==> src/rtl/cvh_pkg.sv <==
// Shared constants for the convex hull block.
// Used by cvh_front, cvh_back and convex_hull_graham_scan.
package cvh_pkg;
  localparam int unsigned XY_W        = 16;  // coordinate width on the stream
  localparam int unsigned TDATA_W     = 32;  // x in the low half, y in the high half
  localparam int unsigned SMALL_SET   = 3;   // sets this small are echoed as they came
  localparam int unsigned QUEUE_DEPTH = 4;   // words buffered between front and back
endpackage

==> src/rtl/cvh_front.sv <==
// Input side: accepts point words, cuts coordinates to COORD_BITS and queues them.
// Depends on cvh_pkg.
module cvh_front
  import cvh_pkg::*;
#(
  parameter int unsigned CW = 16
) (
  input  logic                 clk_i,
  input  logic                 rst_ni,
  input  logic                 s_tvalid_i,
  output logic                 s_tready_o,
  input  logic [TDATA_W-1:0]   s_tdata_i,
  input  logic                 s_tlast_i,
  output logic                 q_valid_o,
  input  logic                 q_ready_i,
  output logic signed [CW-1:0] q_x_o,
  output logic signed [CW-1:0] q_y_o,
  output logic                 q_last_o
);
  localparam int unsigned QP_W = $clog2(QUEUE_DEPTH);
  localparam int unsigned QC_W = $clog2(QUEUE_DEPTH + 1);

  logic signed [CW-1:0] x_q [QUEUE_DEPTH];
  logic signed [CW-1:0] y_q [QUEUE_DEPTH];
  logic                 last_q [QUEUE_DEPTH];
  logic [QP_W-1:0]      wr_ptr_q, rd_ptr_q;
  logic [QC_W-1:0]      cnt_q;
  logic                 push, pop;
  logic signed [CW-1:0] x_in, y_in;

  // keep the low COORD_BITS of each field as a two's complement value
  assign x_in = CW'(s_tdata_i[XY_W-1:0]);
  assign y_in = CW'(s_tdata_i[2*XY_W-1:XY_W]);

  assign s_tready_o = (cnt_q != QC_W'(QUEUE_DEPTH));
  assign q_valid_o  = (cnt_q != '0);
  assign push       = s_tvalid_i && s_tready_o;
  assign pop        = q_valid_o && q_ready_i;
  assign q_x_o      = x_q[rd_ptr_q];
  assign q_y_o      = y_q[rd_ptr_q];
  assign q_last_o   = last_q[rd_ptr_q];

  always_ff @(posedge clk_i) begin
    if (push) begin
      x_q[wr_ptr_q]    <= x_in;
      y_q[wr_ptr_q]    <= y_in;
      last_q[wr_ptr_q] <= s_tlast_i;
    end
  end

  always_ff @(posedge clk_i or negedge rst_ni) begin
    if (!rst_ni) begin
      wr_ptr_q <= '0;
      rd_ptr_q <= '0;
      cnt_q    <= '0;
    end else begin
      if (push) wr_ptr_q <= wr_ptr_q + 1'b1;
      if (pop)  rd_ptr_q <= rd_ptr_q + 1'b1;
      if (push && !pop) begin
        cnt_q <= cnt_q + 1'b1;
      end else if (pop && !push) begin
        cnt_q <= cnt_q - 1'b1;
      end
    end
  end
endmodule

==> config.mk <==
export PLATFORM = sky130hd
export DESIGN_NAME = cvh_front
export DESIGN_NICKNAME = d
export VERILOG_FILES = /design/src/rtl/cvh_pkg.sv /design/src/rtl/cvh_front.sv
export SDC_FILE = /design/constraint.sdc
export NUM_CORES = 1
export LEC_CHECK = 0
export ABC_AREA = 1
export BUFFER_PORTS_ARGS = -buffer_cell sky130_fd_sc_hd__buf_4
export CAP_MARGIN = 20
export CELL_PAD_IN_SITES_DETAIL_PLACEMENT = 2
export CELL_PAD_IN_SITES_GLOBAL_PLACEMENT = 2
export CORE_ASPECT_RATIO = 0.6
export CORE_UTILIZATION = 44
export CTS_BUF_LIST = sky130_fd_sc_hd__clkbuf_8
export DETAILED_ROUTE_END_ITERATION = 16
export GPL_ROUTABILITY_DRIVEN = 0
export HOLD_SLACK_MARGIN = 0.05
export PLACE_DENSITY_LB_ADDON = 0.1
export SLEW_MARGIN = 10
export SYNTH_ARGS = -nofsm -noshare
export SYNTH_HDL_FRONTEND = slang
export SYNTH_SLANG_ARGS = --single-unit
==> constraint.sdc <==
create_clock -name clk_i -period 3.7 [get_ports clk_i]
set_input_delay 0 -clock clk_i [delete_from_list [all_inputs] [get_ports clk_i]]
set_output_delay 0 -clock clk_i [all_outputs]
set_load 0.05 [all_outputs]
==> reports/qor.yml <==
status: "finished clean"
grt_usage: 0.323
ys_types: 18
dr.first_iter.drc_count: 313
relSlewSlack: 0.434
diodes: 0
r2r-start: "cnt_q[1]"
endpoint: "cnt_q[2]"
rrSetupSlack_ns: 0.90
core.rowCount: 31
pwr-share-comb: 0.465
routed_wl_um: 21900
die_x_um: 149
drtPass1Iterations: 7
core_mm2: 0.0123
netlist_area_mm2: 0.00570
clock_skew_ns: 0.0214
crit_arrival_ns: 3.20
grt_pass1_wl_um: 29900
rr_worst_depth: 12
cts_buffers: 17
hold_depth: 2
grt_max_degree: 77
crit_type: "reg2reg"
pre_cts_ws_ns: 1.23
via_count: 4240
hpwl_um: 9770
drc: 0
post_dp_cell_area_mm2: 0.00635
clock-sinks: 139
clk_pin_slew_ns: 0.10
post_cts_buffers: 0
tightestPinTransition_ns: 0.849
grt_use_met1: 0.380
cp-end-kind: "register"
p_sw_mw: 3.40
routedWlPerCell_um: 29.9
cts_tree: "yes"
root_buffer: "clkbuf_8"
clock_latency_ns: 0.48
setup_violations: 0
overflow: 0
fin_nets: 599
tns_ns: 0
cp-startpoint: "cnt_q[1]"
fmax_mhz: 358
die_y_um: 90.2
rsz0062_at_grt: "false"
n_fill_cell: 1142
hold_viol: 0
power_density_mw_per_mm2: 957
synth_cells: 444
cts_max_level: 4
yosys_warnings: 0
ios: 72
internal-power_mw: 3.47
grt_pass1_vias: 4612
grt_busiest_layer: "met2"
setup_ws_ns: 0.903
final_antenna_net_count: 0
use_met3: 0.0685
min_period_ns: 2.80
initial_core_util: 0.462
drive_gt1_frac: 0.211
min_period_over_period: 0.756
critPathLaunchType: "register"
swShare: 0.495
worst_r2r_endpoint: "cnt_q[2]"
critPathMaxFanout: 7
synth_nets: 487
clockPowerShare: 0.197
place_inst: 662
antenna_found_initial: 0
min_path_type: "in2reg"
drv_slew: 0
via_per_inst: 5.78
final_cells: 734
synth.avg_cell_area_um2: 12.8
p_seq_frac: 0.338
irDropWorstVdd_uv: 568
clockBufferDepth: 2
ys_seq_area_frac: 0.726
p_leak_nw: 2.94
fin_area_mm2: 0.00718
ctsResizeCount: 0
io_buffers: 71
cp.required_ns: 4.11
hold-worst-slack_ns: 0.262
ys_ff_latch: 139
gr-usage-met2: 0.561
syn_to_final_growth_pct: 26.0
dieArea_mm2: 0.0134
maxCapViolCount: 0
[how the worst min path moves through the flow]
stage	start	to	slack [ns]
2_1_floorplan	rst_ni	cnt_q[0]	-0.30
4_1_cts	s_tdata_i[26]	y_q[3][10]	0.25
5_1_grt	s_tdata_i[16]	y_q[2][0]	0.27
3_5_place_dp	rst_ni	wr_ptr_q[0]	-0.18
3_3_place_gp	rst_ni	wr_ptr_q[0]	-0.18
6_report	s_tdata_i[16]	y_q[2][0]	0.26
[cell usage after synthesis, drive strengths merged]
cell | n | area, um^2
nand3 | 7 | 35.0
fa | 1 | 20.0
clkbuf | 4 | 15.0
o21ai | 1 | 5.00
nand2 | 116 | 435
ha | 5 | 62.6
dfrtp | 7 | 175
clkinv | 1 | 3.75
edfxtp | 132 | 3960
o211ai | 66 | 516
buf | 17 | 135
nand4 | 1 | 6.26
inv | 81 | 304
xnor2 | 1 | 8.76
nor2 | 4 | 15.0
[kinds of logic (layout without fill, tap and decap cells)]
logic type	count (synthesis)	count (layout)	share of synthesized area
buffers and inverters	103	228	0.0803
adder cells (fa/ha/maj)	6	6	0.0145
flip-flops	139	139	0.726
XOR/XNOR	1	1	0.00154
AND/OR/NAND/NOR	128	128	0.0863
AO/OA/AOI/OAI	67	67	0.0913
[timing repair]
item | CTS | global route
hold buffers | 37 | 0
endpoints found under the hold margin | 143 | 0
endpoints found under the setup margin | 0 | 0
[registers in the layout, indices dropped and copies added (netlist names)]
signal    flops
cnt_q         3
rd_ptr_q      2
x_q          64
wr_ptr_q      2
last_q        4
y_q          64
[power groups by stage]
stage	Combinational (mW)	Sequential (mW)	Clock, mW
floorplan	2.13	2.19	0
global placement	2.77	2.27	0
detailed placement	2.93	2.31	0
CTS	3.03	2.30	1.30
global route	3.33	2.34	1.41
finish	3.20	2.32	1.35
[layer usage]
layer | routed length [um] | up-vias | part of all wire
met3 | 1020 | 46 | 0.046
li1 | - | 1752 | -
met1 | 8560 | 2255 | 0.39
met5 | 0 | - | 0
met4 | 568 | 0 | 0.026
met2 | 11800 | 187 | 0.54
[placed cells by master (no fill, tap or decap), types with 4 or more instances in the layout]
master / Yosys / routed
ha_1: 5 / 5
nand2_1: 116 / 116
nor2_4: 0 / 4
dlygate4sd3_1: 0 / 37
dfrtp_1: 7 / 6
edfxtp_1: 132 / 132
o211ai_1: 62 / 62
nand3_1: 7 / 7
buf_4: 0 / 74
o211ai_2: 4 / 4
inv_8: 0 / 4
inv_6: 0 / 5
inv_1: 78 / 79
clkbuf_8: 0 / 17
[final cells by class]
type / count / area, um^2 / share of cell area
clock buffers: 17 / 234 / 0.0326
inverters: 82 / 310 / 0.0432
clock inverters: 15 / 155 / 0.0216
multi-input cells: 202 / 1130 / 0.158
flip-flops and latches: 139 / 4140 / 0.577
repair buffers: 114 / 1000 / 0.139
well taps: 165 / 206 / 0.0288
[critical path: stages, from the launching register on]
cell and delay (ns):
dfrtp_1 0.42, clkinv_1 0.13, nand3_1 0.25, nand2_1 0.47, inv_1 0.18, ha_1 0.21
inv_1 0.10, fa_1 0.43, inv_1 0.11, nand2_1 0.08, nand3_1 0.13, nand2_1 0.10
nand2_1 0.12
[stage by stage]
stage | util | power [mW]
5_1_grt | 0.582 | 7.08
3_5_place_dp | 0.515 | 5.24
4_1_cts | 0.576 | 6.63
2_1_floorplan | - | 4.32
6_report | 0.582 | 6.87
3_3_place_gp | 0.515 | 5.04
Power figures use the tool's default switching activity.
